## src/rtl/core/bbsp_pkg.sv

```systemverilog
package bbsp_pkg;

    localparam int BUFFER_BYTES_DEF = 256;
    localparam int CFG_W            = 9;
    localparam int VALUE_W          = 64;
    localparam int CNT_W            = 4;
    localparam int BYTE_W           = 8;
    localparam int IDX_W            = 8;
    localparam int SEL_W            = 3;
    localparam int N_W              = 4;

    localparam logic [CFG_W-1:0] CAP_RESET = 9'd256;
    localparam logic [CNT_W-1:0] MAX_COUNT = 4'd8;

    typedef enum logic
    {
        OP_BITS  = 1'b0,
        OP_BYTES = 1'b1
    } opcode_t;

    typedef enum logic [1:0]
    {
        ST_OK    = 2'd0,
        ST_COUNT = 2'd1,
        ST_FULL  = 2'd2,
        ST_ALIGN = 2'd3
    } status_t;

    typedef enum logic
    {
        S_IDLE = 1'b0,
        S_EMIT = 1'b1
    } ctrl_state_t;

    // controller to datapath
    typedef struct packed
    {
        logic accept;
        logic emit;
    } ctrl_cmd_t;

    // datapath to controller
    typedef struct packed
    {
        logic slot_free;
        logic final_result;
    } dp_stat_t;

endpackage

```

## src/rtl/core/bbsp_ctrl.sv

```systemverilog
module bbsp_ctrl
    import bbsp_pkg::*;
(
    input  logic      clk,
    input  logic      rst_n,
    input  logic      in_valid,
    output logic      in_ready,
    input  dp_stat_t  stat,
    output ctrl_cmd_t cmd
);

    ctrl_state_t state_reg;
    ctrl_state_t state_next;

    always_ff @(posedge clk or negedge rst_n)
    begin
        if (!rst_n)
        begin
            state_reg <= S_IDLE;
        end
        else
        begin
            state_reg <= state_next;
        end
    end

    always_comb
    begin
        state_next = state_reg;
        unique case (state_reg)
            S_IDLE:
            begin
                if (in_valid)
                begin
                    state_next = S_EMIT;
                end
            end
            S_EMIT:
            begin
                // leave once the final word is loaded into the output stage
                if (stat.slot_free && stat.final_result)
                begin
                    state_next = S_IDLE;
                end
            end
            default:
            begin
                state_next = S_IDLE;
            end
        endcase
    end

    always_comb
    begin
        in_ready   = 1'b0;
        cmd.accept = 1'b0;
        cmd.emit   = 1'b0;
        unique case (state_reg)
            S_IDLE:
            begin
                in_ready   = 1'b1;
                cmd.accept = in_valid;
            end
            S_EMIT:
            begin
                cmd.emit = stat.slot_free;
            end
            default:
            begin
                in_ready = 1'b0;
            end
        endcase
    end

`ifndef NO_ASSERTIONS
    a_accept_then_emit: assert property (@(posedge clk) disable iff (!rst_n)
        cmd.accept |=> (state_reg == S_EMIT))
        else $error("accepted word did not start emission");

    a_no_overlap: assert property (@(posedge clk) disable iff (!rst_n)
        !(cmd.accept && cmd.emit))
        else $error("accept and emit in the same cycle");

    a_leave_on_final: assert property (@(posedge clk) disable iff (!rst_n)
        (cmd.emit && !stat.final_result) |=> (state_reg == S_EMIT))
        else $error("emission stopped before final result");
`endif

endmodule

```

## src/rtl/core/bbsp_dp.sv

```systemverilog
module bbsp_dp
    import bbsp_pkg::*;
#(
    parameter int BUFFER_BYTES = BUFFER_BYTES_DEF
)
(
    input  logic               clk,
    input  logic               rst_n,
    input  logic               cfg_valid,
    output logic               cfg_ready,
    input  logic [CFG_W-1:0]   cfg_data,
    input  ctrl_cmd_t          cmd,
    output dp_stat_t           stat,
    input  logic               opcode,
    input  logic [VALUE_W-1:0] value,
    input  logic [CNT_W-1:0]   item_count,
    input  logic               little_endian,
    input  logic               out_ready,
    output logic               out_valid,
    output logic               write_valid,
    output logic [IDX_W-1:0]   byte_index,
    output logic [BYTE_W-1:0]  byte_value,
    output logic [1:0]         status,
    output logic               last
);

    localparam int PTR_W = $clog2(BUFFER_BYTES + 1);
    localparam int CMP_W = (PTR_W > CFG_W) ? PTR_W : CFG_W;

    // position state: bytes past the pointer are still clear, so only the
    // byte under the pointer needs holding
    logic [CFG_W-1:0]   cap_reg;
    logic [PTR_W-1:0]   byte_ptr_reg, byte_ptr_next;
    logic [2:0]         bit_ptr_reg, bit_ptr_next;
    logic [BYTE_W-1:0]  partial_reg, partial_next;

    // item held for emission
    logic [VALUE_W-1:0] value_reg;
    logic               bytes_mode_reg;
    logic               rev_reg;
    logic [SEL_W-1:0]   sel_reg;
    logic [N_W-1:0]     n_reg, n_next;
    logic [SEL_W-1:0]   k_reg;
    logic               wr_reg, wr_next;
    status_t            st_reg, st_next;
    logic [IDX_W-1:0]   base_reg;
    logic [BYTE_W-1:0]  first_reg, first_next;
    logic [BYTE_W-1:0]  second_reg, second_next;

    // output stage
    logic               out_valid_reg;
    logic               out_wr_reg;
    logic [IDX_W-1:0]   out_idx_reg;
    logic [BYTE_W-1:0]  out_val_reg;
    status_t            out_st_reg;
    logic               out_last_reg;

    logic [CMP_W-1:0]   cap_c;
    logic [CMP_W-1:0]   ptr_c;
    logic [CMP_W-1:0]   room;
    logic               at_cap;
    logic               second_room;
    logic [4:0]         bit_total;
    logic [BYTE_W-1:0]  low_mask;
    logic [2*BYTE_W-1:0] spread;
    logic [CNT_W-1:0]   n_bytes;
    logic               rev;
    logic               final_result;
    logic [BYTE_W-1:0]  emit_val;

    assign cfg_ready = 1'b1;

    always_comb
    begin
        cap_c = (CMP_W'(cap_reg) > CMP_W'(BUFFER_BYTES)) ? CMP_W'(BUFFER_BYTES)
                                                         : CMP_W'(cap_reg);
        ptr_c       = CMP_W'(byte_ptr_reg);
        room        = cap_c - ptr_c;
        at_cap      = (ptr_c >= cap_c);
        second_room = ((ptr_c + CMP_W'(1)) < cap_c);
        bit_total   = 5'(bit_ptr_reg) + 5'(item_count);
        low_mask    = ~(8'hFF << item_count);
        spread      = {8'h00, value[BYTE_W-1:0] & low_mask} << bit_ptr_reg;
        n_bytes     = (CMP_W'(item_count) > room) ? CNT_W'(room) : item_count;
        rev         = little_endian && ((item_count == 4'd1) || (item_count == 4'd2) ||
                                        (item_count == 4'd4) || (item_count == MAX_COUNT));
    end

    // plan the item and move the position at accept
    always_comb
    begin
        byte_ptr_next = byte_ptr_reg;
        bit_ptr_next  = bit_ptr_reg;
        partial_next  = partial_reg;
        n_next        = N_W'(1);
        wr_next       = 1'b0;
        st_next       = ST_OK;
        first_next    = partial_reg | spread[BYTE_W-1:0];
        second_next   = spread[2*BYTE_W-1:BYTE_W];
        if (item_count > MAX_COUNT)
        begin
            st_next = ST_COUNT;
        end
        else if (item_count != '0)
        begin
            if (opcode == OP_BITS)
            begin
                if (at_cap)
                begin
                    st_next = ST_FULL;
                end
                else
                begin
                    wr_next = 1'b1;
                    if (bit_total > 5'd8)
                    begin
                        byte_ptr_next = byte_ptr_reg + PTR_W'(1);
                        if (second_room)
                        begin
                            n_next       = N_W'(2);
                            bit_ptr_next = bit_total[2:0];
                            partial_next = second_next;
                        end
                        else
                        begin
                            st_next      = ST_FULL;
                            bit_ptr_next = 3'd0;
                            partial_next = '0;
                        end
                    end
                    else if (bit_total == 5'd8)
                    begin
                        byte_ptr_next = byte_ptr_reg + PTR_W'(1);
                        bit_ptr_next  = 3'd0;
                        partial_next  = '0;
                    end
                    else
                    begin
                        bit_ptr_next = bit_total[2:0];
                        partial_next = first_next;
                    end
                end
            end
            else
            begin
                if (at_cap)
                begin
                    st_next = ST_FULL;
                end
                else if (bit_ptr_reg != 3'd0)
                begin
                    st_next = ST_ALIGN;
                end
                else
                begin
                    wr_next       = 1'b1;
                    n_next        = N_W'(n_bytes);
                    byte_ptr_next = byte_ptr_reg + PTR_W'(n_bytes);
                    if (n_bytes != item_count)
                    begin
                        st_next = ST_FULL;
                    end
                end
            end
        end
    end

    always_ff @(posedge clk or negedge rst_n)
    begin
        if (!rst_n)
        begin
            cap_reg      <= CAP_RESET;
            byte_ptr_reg <= '0;
            bit_ptr_reg  <= '0;
            partial_reg  <= '0;
        end
        else
        begin
            if (cfg_valid)
            begin
                cap_reg <= cfg_data;
            end
            if (cmd.accept)
            begin
                byte_ptr_reg <= byte_ptr_next;
                bit_ptr_reg  <= bit_ptr_next;
                partial_reg  <= partial_next;
            end
        end
    end

    always_ff @(posedge clk)
    begin
        if (cmd.accept)
        begin
            value_reg      <= value;
            bytes_mode_reg <= (opcode == OP_BYTES);
            rev_reg        <= rev;
            sel_reg        <= rev ? '0 : SEL_W'(item_count - 4'd1);
            n_reg          <= n_next;
            wr_reg         <= wr_next;
            st_reg         <= st_next;
            base_reg       <= IDX_W'(byte_ptr_reg);
            first_reg      <= first_next;
            second_reg     <= second_next;
        end
        else if (cmd.emit)
        begin
            sel_reg <= rev_reg ? sel_reg + SEL_W'(1) : sel_reg - SEL_W'(1);
        end
    end

    always_ff @(posedge clk or negedge rst_n)
    begin
        if (!rst_n)
        begin
            k_reg <= '0;
        end
        else if (cmd.accept)
        begin
            k_reg <= '0;
        end
        else if (cmd.emit)
        begin
            k_reg <= k_reg + SEL_W'(1);
        end
    end

    assign final_result = ((N_W'(k_reg) + N_W'(1)) == n_reg);

    always_comb
    begin
        if (!wr_reg)
        begin
            emit_val = '0;
        end
        else if (bytes_mode_reg)
        begin
            emit_val = value_reg[{sel_reg, 3'b000} +: BYTE_W];
        end
        else
        begin
            emit_val = (k_reg == '0) ? first_reg : second_reg;
        end
    end

    always_ff @(posedge clk or negedge rst_n)
    begin
        if (!rst_n)
        begin
            out_valid_reg <= 1'b0;
        end
        else if (cmd.emit)
        begin
            out_valid_reg <= 1'b1;
        end
        else if (out_ready)
        begin
            out_valid_reg <= 1'b0;
        end
    end

    always_ff @(posedge clk)
    begin
        if (cmd.emit)
        begin
            out_wr_reg   <= wr_reg;
            out_idx_reg  <= wr_reg ? base_reg + IDX_W'(k_reg) : '0;
            out_val_reg  <= emit_val;
            out_st_reg   <= final_result ? st_reg : ST_OK;
            out_last_reg <= final_result;
        end
    end

    assign stat.slot_free    = !out_valid_reg || out_ready;
    assign stat.final_result = final_result;

    assign out_valid   = out_valid_reg;
    assign write_valid = out_wr_reg;
    assign byte_index  = out_idx_reg;
    assign byte_value  = out_val_reg;
    assign status      = out_st_reg;
    assign last        = out_last_reg;

`ifndef NO_ASSERTIONS
    a_aligned_clear: assert property (@(posedge clk) disable iff (!rst_n)
        (bit_ptr_reg == 3'd0) |-> (partial_reg == '0))
        else $error("held byte not clear at byte boundary");

    a_ptr_bound: assert property (@(posedge clk) disable iff (!rst_n)
        CMP_W'(byte_ptr_reg) <= CMP_W'(BUFFER_BYTES))
        else $error("byte pointer beyond buffer");

    a_bits_two_max: assert property (@(posedge clk) disable iff (!rst_n)
        (cmd.emit && !bytes_mode_reg) |-> (n_reg <= N_W'(2)))
        else $error("bits item planned more than two words");

    a_status_on_last: assert property (@(posedge clk) disable iff (!rst_n)
        (out_valid_reg && !out_last_reg) |-> (out_st_reg == ST_OK))
        else $error("status on a non-final word");
`endif

endmodule

```

## src/rtl/core/bit_byte_stream_packer_top.sv

```systemverilog
// After an input word is accepted, the controller enters its emit state and the output register
// loads the first result word when the output slot is free; an item gives n = 1..8 result words,
// and the output register loads one result word per cycle while the output slot is free.
// Input is accepted again in the cycle after the last result word is loaded.
// Reset (rst_n low, asynchronous): buffer position and held byte cleared,
// capacity_bytes set to 256, no word pending.
module bit_byte_stream_packer_top
    import bbsp_pkg::*;
#(
    parameter int BUFFER_BYTES = BUFFER_BYTES_DEF
)
(
    input  logic               clk,
    input  logic               rst_n,
    input  logic               cfg_valid,
    output logic               cfg_ready,
    input  logic [CFG_W-1:0]   cfg_data,      // capacity_bytes
    input  logic               s_axis_tvalid,
    output logic               s_axis_tready,
    input  logic [71:0]        s_axis_tdata,  // value[63:0], item_count[67:64], zero pad
    input  logic [1:0]         s_axis_tuser,  // opcode[0], little_endian[1]
    output logic               m_axis_tvalid,
    input  logic               m_axis_tready,
    output logic [15:0]        m_axis_tdata,  // byte_index[7:0], byte_value[15:8]
    output logic [2:0]         m_axis_tuser,  // write_valid[0], status[2:1]
    output logic               m_axis_tlast
);

    ctrl_cmd_t          cmd;
    dp_stat_t           stat;
    logic               write_valid;
    logic [IDX_W-1:0]   byte_index;
    logic [BYTE_W-1:0]  byte_value;
    logic [1:0]         status;

    bbsp_ctrl u_ctrl
    (
        .clk      (clk),
        .rst_n    (rst_n),
        .in_valid (s_axis_tvalid),
        .in_ready (s_axis_tready),
        .stat     (stat),
        .cmd      (cmd)
    );

    bbsp_dp #(
        .BUFFER_BYTES (BUFFER_BYTES)
    ) u_dp
    (
        .clk           (clk),
        .rst_n         (rst_n),
        .cfg_valid     (cfg_valid),
        .cfg_ready     (cfg_ready),
        .cfg_data      (cfg_data),
        .cmd           (cmd),
        .stat          (stat),
        .opcode        (s_axis_tuser[0]),
        .value         (s_axis_tdata[VALUE_W-1:0]),
        .item_count    (s_axis_tdata[VALUE_W +: CNT_W]),
        .little_endian (s_axis_tuser[1]),
        .out_ready     (m_axis_tready),
        .out_valid     (m_axis_tvalid),
        .write_valid   (write_valid),
        .byte_index    (byte_index),
        .byte_value    (byte_value),
        .status        (status),
        .last          (m_axis_tlast)
    );

    assign m_axis_tdata = {byte_value, byte_index};
    assign m_axis_tuser = {status, write_valid};

endmodule

```

## config.mk

```make
export PLATFORM = sky130hd
export DESIGN_NAME = bit_byte_stream_packer_top
export DESIGN_NICKNAME = d
export VERILOG_FILES = /design/src/rtl/core/bbsp_pkg.sv /design/src/rtl/core/bbsp_ctrl.sv /design/src/rtl/core/bbsp_dp.sv /design/src/rtl/core/bit_byte_stream_packer_top.sv
export SDC_FILE = /design/constraint.sdc
export NUM_CORES = 1
export LEC_CHECK = 0
export BUFFER_PORTS_ARGS = -buffer_cell sky130_fd_sc_hd__buf_2
export CORE_MARGIN = 3
export CORE_UTILIZATION = 25
export DETAILED_ROUTE_END_ITERATION = 8
export PLACE_DENSITY = 0.53
export SETUP_SLACK_MARGIN = 0.3
export SKIP_CTS_REPAIR_TIMING = 1
export SYNTH_ARGS = -nofsm -noshare
export SYNTH_HDL_FRONTEND = slang
export SYNTH_HIERARCHICAL = 1
export SYNTH_SLANG_ARGS = --single-unit
```

## constraint.sdc

```tcl
create_clock -name clk -period 4.6 [get_ports clk]
set_clock_uncertainty 0.2 [all_clocks]
set_input_delay 0.92 -clock clk [delete_from_list [all_inputs] [get_ports clk]]
set_output_delay 0.92 -clock clk [all_outputs]
set_load 0.005 [all_outputs]
```

=== Word-level counts from Yosys, hierarchy flattened ===
Cells that the tools add are included.

* $add $sub $neg: 10
* Multipliers: 0
* Divide/modulo/power cells: 0
* $lt $le $gt $ge: 6
* Equal/unequal tests: 8
* Shifts and indexed selects: 3
* Multiplexer cells: 48
* Bitwise operators: 8
* Reduce and logical (&&, ||, !) cells: 16

{| class="wikitable"
|+ Operators with widths
! cell !! count
|-
| indexed part select 64 x 7 -> 8 bit || 1
|-
| two-way mux 9 bit || 7
|-
| two-way mux 8 bit || 5
|-
| two-way mux 3 bit || 9
|-
| two-way mux 4 bit || 6
|-
| two-way mux 2 bit || 8
|-
| << shifter 8 x 3 -> 16 bit || 1
|-
| two-way mux 1 bit || 12
|-
| adder 9 x 1 -> 9 bit, second input constant || 1
|-
| adder 9 x 4 -> 9 bit || 1
|-
| >= comparator 9 bit || 1
|-
| greater-than comparator 4 x 9 -> 1 bit || 1
|-
| greater-than comparator 9 bit, second input constant || 1
|-
| less-than comparator 9 bit || 1
|-
| subtractor 9 bit || 1
|-
| adder 8 x 3 -> 8 bit || 1
|-
| bitwise AND 8 bit || 1
|-
| inverter 8 bit || 1
|-
| OR 8 bit || 1
|-
| << shifter 8 x 4 -> 8 bit, first input constant || 1
|-
| adder 3 x 1 -> 3 bit, second input constant || 2
|-
| AND reduction 6 bit || 1
|-
| nonzero test 3 bit || 2
|-
| subtractor 3 x 1 -> 3 bit, second input constant || 2
|-
| 22 further kinds || 31
|}

* Register bits: 154
* Bits in latches: 0
* Bits in writable memories: 0
* Bits in read-only memories: 0
* Input port bits: 88
* Output and inout port bits: 23
* Word-level logic and storage cells: 122
* Memories kept: 0

=== Depth between registers and ports, before layout ===
Gate-level depths: netlist of run 1.

* Word-level depth: 11
* Mapped depth: 25

=== Modules after synthesis ===
Netlist of run 1, hierarchy kept.

{| class="wikitable"
|+ By module, submodules not included
! module !! times used !! cells an instance !! area each (sq um) !! sequential area each (sq um)
|-
| bbsp_dp || 1 || 628 || 8,050.2 || 4,400.5
|-
| bbsp_ctrl || 1 || 6 || 58.8 || 25.0
|-
| bit_byte_stream_packer_top || 1 || 1 || 7.5 || 0.0
|}

=== Least setup slack after synthesis of run 1 ===
No wires, ideal clock.

* Path kind: flip-flop to flip-flop
* From: reg u_dp.cap_reg[8]
* To: reg u_dp.byte_ptr_reg[6]
* Library setup time: 0.080 ns
* Data arrival time: 4.434 ns
* Path slack: -0.114 ns
* Cell stages (with the launch flop): 25
* Clock period less this slack: 4.714 ns
* Cell sequence: dfstp_2 > clkinv_1 > nand2_1 > inv_1 > ha_1 > nand2b_1 > nand2b_1 > a21oi_1 > xnor2_1 > inv_1 > ha_1 > nand4_1 > o21ai_0 > a221oi_1 > o211ai_4 > o41ai_1 > o21ai_0 > ha_1 > fa_1 > a21oi_1 > nor2b_1 > o21ai_0 > o21ai_0 > nand4_1 > xnor2_1

* Longest elaborated chain between the ends: 9
* Elaborated cells between the ends (all ways): 12
* Those cells by class: 2 x add/sub; 3 x order compare; 5 x mux; 1 x bitwise; 1 x reduce/logical

{| class="wikitable"
|+ RTL lines
! item !! RTL line !! text
|-
| start, declared || bbsp_dp.sv:32 || <nowiki>logic [CFG_W-1:0] cap_reg;</nowiki>
|-
| start signal, assigned || bbsp_dp.sv:181 || <nowiki>cap_reg <= cfg_data;</nowiki>
|-
| greater-than comparator 9 bit || bbsp_dp.sv:75 || <nowiki>cap_c = (CMP_W'(cap_reg) > CMP_W'(BUFFER_BYTES)) ? CMP_W'(BUFFER_BYTES)</nowiki>
|-
| two-way mux 9 bit * || bbsp_dp.sv:75 ||
|-
| subtractor 9 bit || bbsp_dp.sv:78 || <nowiki>room = cap_c - ptr_c;</nowiki>
|-
| greater-than comparator 4 x 9 -> 1 bit || bbsp_dp.sv:84 || <nowiki>n_bytes = (CMP_W'(item_count) > room) ? CNT_W'(room) : item_count;</nowiki>
|-
| two-way mux 4 bit || bbsp_dp.sv:84 ||
|-
| adder 9 x 4 -> 9 bit || bbsp_dp.sv:158 || <nowiki>byte_ptr_next = byte_ptr_reg + PTR_W'(n_bytes);</nowiki>
|-
| two-way mux 9 bit || bbsp_dp.sv:150 || <nowiki>else if (bit_ptr_reg != 3'd0)</nowiki>
|-
| two-way mux 9 bit || bbsp_dp.sv:146 || <nowiki>if (at_cap)</nowiki>
|-
| two-way mux 9 bit || bbsp_dp.sv:106 || <nowiki>if (opcode == OP_BITS)</nowiki>
|-
| end signal, assigned || bbsp_dp.sv:185 || <nowiki>byte_ptr_reg <= byte_ptr_next;</nowiki>
|-
| end, declared || bbsp_dp.sv:33 || <nowiki>logic [PTR_W-1:0] byte_ptr_reg, byte_ptr_next;</nowiki>
|}

Mark *: on every way between the ends. The rest lies on a longest branch, timed or not. The select of a mux whose other input is x is not followed.
A chain may end at the register's enable or synchronous reset.

=== Worst setup path after layout of run 1 ===
* From: reg u_dp.cap_reg[8]
* To: reg u_dp.byte_ptr_reg[7]

* Longest elaborated chain between the ends: 9
* Elaborated cells between the ends (all ways): 12
* Those cells by class: 2 x add/sub; 3 x order compare; 5 x mux; 1 x bitwise; 1 x reduce/logical

{| class="wikitable"
|+ RTL lines
! item !! RTL line !! text
|-
| greater-than comparator 9 bit || bbsp_dp.sv:75 ||
|-
| two-way mux 9 bit * || bbsp_dp.sv:75 ||
|-
| subtractor 9 bit * || bbsp_dp.sv:78 ||
|-
| greater-than comparator 4 x 9 -> 1 bit || bbsp_dp.sv:84 ||
|-
| two-way mux 4 bit * || bbsp_dp.sv:84 ||
|-
| via u_dp.n_bytes[3] || bbsp_dp.sv:66 || <nowiki>logic [CNT_W-1:0] n_bytes;</nowiki>
|-
| adder 9 x 4 -> 9 bit * || bbsp_dp.sv:158 ||
|-
| two-way mux 9 bit * || bbsp_dp.sv:150 ||
|-
| two-way mux 9 bit * || bbsp_dp.sv:146 ||
|-
| two-way mux 9 bit * || bbsp_dp.sv:106 ||
|}

The timed path passes the listed nets; every way through them passes the cells marked *. The select of a mux whose other input is x is not followed.

==> results of run 1 <==
[per-layer routing]
layer  share of wire (%)  global-route usage [%]
met1                  47                   15.29
met2                  48                   17.97
met3                 3.6                   2.256
met4                 1.4                   3.604
met5               0.074                       0
[layout make-up]
cell class,instances,area (um^2),share of cell area (%)
multi-input combinational,418,3709,36.69
clock inverter,13,120.1,1.188
tap,435,544.3,5.385
clock buffer,19,432.9,4.283
sequential,153,4425,43.79
antenna,1,2.502,0.02476
inverter,37,143.9,1.424
timing repair buffer,130,729.5,7.217
[cells by family (layout without fill, tap and decap cells)]
| logic type | Yosys count | count (layout) | synth area share (%) |
|---|---|---|---|
| compound gates | 124 | 124 | 10.95 |
| xor+xnor | 35 | 35 | 3.777 |
| fa+ha+maj | 46 | 46 | 7.554 |
| buf+inv | 64 | 199 | 3.191 |
| flops | 153 | 153 | 54.52 |
| mux | 58 | 58 | 10.24 |
| other cells | 1 | 2 | 0.04620 |
| simple gates | 154 | 154 | 9.727 |
[stage by stage]
step           cells  util (%)  hold slack, ns
3_5_place_dp    1169     29.14          0.2722
6_report        1206     31.78          0.2841
2_1_floorplan    635         -          0.2231
3_3_place_gp    1169     29.14          0.2661
4_1_cts         1201     30.88          0.2876
5_1_grt         1205     31.78          0.3041
[synthesized netlist by cell type (5+ instances only)]
cell type and n:
o211ai_1 8, mux4_2 18, xor2_1 6, o22ai_1 5, mux2_2 20, buf_2 6, fa_1 5, inv_1 36
nand3_1 7, clkbuf_1 16, nor2_1 33, xnor2_1 29, and2_1 14, dfrtp_1 33, nor2b_1 11, o21ai_0 18
ha_1 41, edfxtp_1 119, a21oi_1 23, a21o_1 11, nand2_1 48, nor3_1 6, nand2b_1 12, o211a_1 8
mux2i_1 20, a22oi_1 7
[power breakdown]
part           leakage (uW)  switching, uW  internal [uW]  total (uW)
clock              0.000260            571            749        1320
combinational       0.00221           1330           1250        2580
sequential          0.00154            321           1940        2260
total               0.00401           2220           3940        6170
[path summary, 6_finish.rpt]
path / end
max in group asynchronous: u_dp/partial_reg[3]
setup / recovery: u_dp/byte_ptr_reg[7]
min in group asynchronous: u_ctrl/state_reg
hold / removal: u_dp/byte_ptr_reg[8]
hold reg to reg: u_dp/byte_ptr_reg[8]
setup reg to reg: u_dp/byte_ptr_reg[7]
==> results.cfg, run 1 <==
[detailed_routing]
ant_nets = 0
routed_via_density = 4.379
wire_per_inst_um = 15.76
first_iter_violations = 329
wl_um = 19010
drc = 0
vias = 5281
drtPass1Iterations = 4

[logic_synthesis]
syn_nets = 769
synthTopCellsByArea = edfxtp_1 44%, dfrtp_1 10%, ha_1 6.3%
yosysTopAreaCell = edfxtp_1
synth_edf_count = 119
synth_area_um2 = 8117
postSynthCellCount = 635
synth-seq-cells = 153
yosysTopAreaCellShare_pct = 44.03
synthArstFlopShare_pct = 22.22
ys_types = 67
ys_seq_area_share_pct = 54.52
yosysWarnings = 6
synthFlopType = edfxtp_1
syn_avg_cell_area_um2 = 12.78

[pwr]
total_leakage_power_uw = 0.004009
vdd_drop_max_v = 0.0002736
power-per-cell-area_nw_per_um2 = 610.4
total_power_uw = 6169

[cts]
cts_buffer_depth = 2
root_buffer = clkbuf_16
clkSlewWorstSetupHoldPaths_ns = 0.07
cts_tree = yes
clkSinkCount = 153
htree_levels = 4
cts-buffers-inserted = 17
clock_latency_ns = 0.42

[die]
fp-row-count = 65
die_area_um2 = 34660
fp.coreArea_um2 = 31800
fp.dieH_um = 186.2
die_w_um = 186.2
io_pins = 111
start_util_pct = 25.52

[timing]
maxSlewViolCount = 0
timing.final.setup_violations = 0
relSlewSlack_pct = 36.49
maxClockFrequency_ghz = 0.2267
setup_ws_ns = 0.1897
finalCriticalPeriod_ns = 4.410
rsz0062_at_grt = true
hold_viol = 0
tns_ns = 0
fin_crit_sh_pct = 95.88
worst_pin_slew_ns = 0.9527

[setup_path]
path_depth = 20
critPathCaptureType = flop
critPathSlowestCell = dfstp_2
crit_family = adder cells
path_buf_inv = 4
r2r_slack_ns = 0.19
start_kind = flop
critPathKind = flop to flop
reg2reg_from = u_dp/cap_reg[8]
crit_top_cell = ha_4
ff2ff_path_depth = 20
cpPeakStageDelay_ns = 0.56
cp_max_fo = 5
cp.arrival_ns = 4.55
crit_required_ns = 4.74
cp-startpoint = u_dp/cap_reg[8]
worstPathCellList = clkinv_4 > nand2_4 > ha_4 > fa_2 > ha_4 > nor2b_1 > o211ai_1 > a221oi_2 > o211ai_4 > nor4_4 > buf_4 > buf_6 > mux2i_1 > buf_4 > ha_4 > nor2b_4 > nor2_4 > o31ai_1 > a21oi_1 > a21oi_1

[cells_and_area]
final_common_cell = edfxtp_1
final_cell_area_um2 = 10110
fin_nets = 891
n_fill_cell = 3211
drive_gt1_share_pct = 32.21
layout_common_cells = 119 x edfxtp_1, 105 x buf_2, 46 x nand2_1, 34 x inv_1
largest_reg_flops = 64
synthToLayoutAreaGrowth_pct = 24.53

[global_route]
grt_pass1_vias = 5442
grt_max_degree = 48
antenna_found_initial = 2
grt_pass1_wl_um = 29930
grt-ovfl-total = 0
grt_usage_pct = 11.20

[placed_design]
io_buffers = 105
post_dp_cell_area_um2 = 9268
pre_cts_slack_ns = 0.06162
hpwl_um = 14100
routabilityCongestion = 0.8222

[hold_path]
hp-start = u_dp/byte_ptr_reg[8]
hold_class = flop to flop
hold_depth = 1

[job]
drv_cap = 0

[run_status]
status = complete, no violations
No activity file was read; power rests on OpenSTA's default activity.
==> inputs of run 2 (changes only) <==
--- a/config.mk
+++ b/config.mk
@@ -5,13 +5,15 @@
 export SDC_FILE = /design/constraint.sdc
 export NUM_CORES = 1
 export LEC_CHECK = 0
+export ABC_CLOCK_PERIOD_IN_PS = 4600
 export BUFFER_PORTS_ARGS = -buffer_cell sky130_fd_sc_hd__buf_2
-export CORE_MARGIN = 3
+export CORE_MARGIN = 2
 export CORE_UTILIZATION = 25
 export DETAILED_ROUTE_END_ITERATION = 8
 export PLACE_DENSITY = 0.53
 export SETUP_SLACK_MARGIN = 0.3
 export SKIP_CTS_REPAIR_TIMING = 1
+export SLEW_MARGIN = 0
 export SYNTH_ARGS = -nofsm -noshare
 export SYNTH_HDL_FRONTEND = slang
 export SYNTH_HIERARCHICAL = 1
==> run 2 against run 1 <==
Effect of this change: via count is 0.78% higher; clock-buffer cell count is 3 higher; flip-flop and latch count stayed put; sequential share of layout area is 0.070 points lower; core utilization is 0.051 points higher; global-route usage is 0.11 points higher; largest cell class unchanged; largest power group unchanged; highest routed layer unchanged; critical path depth is 1 higher; final cell count is 0.25% higher; register-to-register slack hardly changed; sequential power hardly changed.
==> results.cfg, run 2 (same netlist as run 1, synthesis figures left out) <==
[run_status]
status = complete, no violations

[timing]
fin_crit_sh_pct = 95.64
setup_ws_ns = 0.2005
relSlewSlack_pct = 40.31
finalCriticalPeriod_ns = 4.400
timing.final.setup_violations = 0
maxSlewViolCount = 0
worst_pin_slew_ns = 0.8953
hold_viol = 0
rsz0062_at_grt = true
maxClockFrequency_ghz = 0.2273

[job]
drv_cap = 0

[detailed_routing]
first_iter_violations = 326
ant_nets = 0
routed_via_density = 4.402
wire_per_inst_um = 15.44
drc = 0
drtPass1Iterations = 5
wl_um = 18670
vias = 5322

[cts]
root_buffer = clkbuf_16
cts-buffers-inserted = 17
cts_tree = yes
clkSinkCount = 153
cts_buffer_depth = 2
clkSlewWorstSetupHoldPaths_ns = 0.07
htree_levels = 4
clock_latency_ns = 0.43

[global_route]
grt_max_degree = 56
grt_pass1_wl_um = 29240
grt_usage_pct = 11.31
grt-ovfl-total = 0
grt_pass1_vias = 5278
antenna_found_initial = 2

[setup_path]
cpPeakStageDelay_ns = 0.56
crit_family = compound AO/OA/AOI/OAI gates
critPathCaptureType = flop
cp_max_fo = 5
worstPathCellList = clkinv_4 > nand2_4 > buf_6 > buf_6 > fa_2 > ha_4 > nor2b_4 > o211ai_1 > a221oi_2 > o211ai_4 > nor4_4 > nor2_1 > a21oi_2 > ha_1 > a21o_1 > a21oi_2 > nor2b_2 > nor2_4 > o31ai_2 > a21oi_1 > a21oi_1
crit_required_ns = 4.71
path_buf_inv = 3
critPathKind = flop to flop
critPathSlowestCell = dfstp_2
cp.arrival_ns = 4.51
start_kind = flop

[cells_and_area]
layout_common_cells = 119 x edfxtp_1, 105 x buf_2, 46 x nand2_1, 34 x inv_1
synthToLayoutAreaGrowth_pct = 24.73
final_common_cell = edfxtp_1
final_cells = 1209
drive_gt1_share_pct = 32.82
diodes = 0
fin_nets = 895
largest_reg_flops = 64
post-route-util_pct = 31.84
final_cell_area_um2 = 10120

[placed_design]
hpwl_um = 13760
dp_cells = 1172
io_buffers = 105
post_dp_cell_area_um2 = 9278
pre_cts_slack_ns = 0.07423
routabilityCongestion = 0.7919

[die]
die_w_um = 184.2
start_util_pct = 25.52
fp.coreArea_um2 = 31800
fp.dieH_um = 184.2
die_area_um2 = 33920
io_pins = 111
fp-row-count = 65

[pwr]
total_power_uw = 6190
total_leakage_power_uw = 0.004036
power-per-cell-area_nw_per_um2 = 611.4
vdd_drop_max_v = 0.0002680

[hold_path]
hold_class = flop to flop
run 2: changes by cell type in the layout (fill, tap and decap cells not counted), moves of 2 or more:
cell | before | now
buf_4 | 23 | 26
buf_6 | 1 | 3
clkbuf_8 | 0 | 3
mux2i_2 | 0 | 2
run 2: per-stage QoR:
step / setup TNS (ns) / hold WS, ns
after CTS: 0 / 0.2797
final: 0 / 0.2666
after floorplan: 0 / 0.2231
after global routing: -0.2214 / 0.2876
after global placement: 0 / 0.2656
after detailed placement: 0 / 0.2669
run 2: report_power, final:
part | leakage (uW) | internal [uW] | switching (uW)
clock network | 0.000273 | 789 | 564
logic | 0.00223 | 1270 | 1320
registers | 0.00154 | 1940 | 305
run 2: routing by layer:
metal / wire, um / vias to the layer above / track usage, %
li1: - / 2616 / -
met2: 8867 / 100 / 17.95
met5: 21 / - / 0
met4: 185 / 4 / 3.936
met3: 697 / 14 / 2.351
met1: 8899 / 2588 / 15.34
run 2: path summary, 6_finish.rpt:
| kind | startpoint | to | slack (ns) | cells after the start |
|---|---|---|---|---|
| max in group asynchronous | rst_n | u_dp/partial_reg[2] | 3.21 | 1 |
| min reg2reg | u_dp/byte_ptr_reg[8] | u_dp/byte_ptr_reg[8] | 0.27 | 1 |
| min in group asynchronous | rst_n | u_dp/byte_ptr_reg[8] | 0.42 | 1 |
| max | u_dp/cap_reg[8] | u_dp/byte_ptr_reg[7] | 0.20 | 21 |
| min | u_dp/byte_ptr_reg[8] | u_dp/byte_ptr_reg[8] | 0.27 | 1 |
| max reg2reg | u_dp/cap_reg[8] | u_dp/byte_ptr_reg[7] | 0.20 | 21 |
run 2: final cells by class:
| cell class | count | area, um^2 |
|---|---|---|
| clock inverter | 10 | 93.84 |
| multi-input combinational | 418 | 3687 |
| clock buffer | 22 | 474.2 |
| fill | 3243 | 21680 |
| timing repair buffer | 134 | 754.5 |
| tap | 435 | 544.3 |
| sequential | 153 | 4425 |
| inverter | 37 | 143.9 |
run 2: worst register-to-register path: cells and delay by family (launching register included):
family          cells  cell delay, ns
compound gates      9            1.35
fa+ha+maj           3            1.02
buf+inv             3            0.26
flops               1            0.56
simple gates        6            0.90
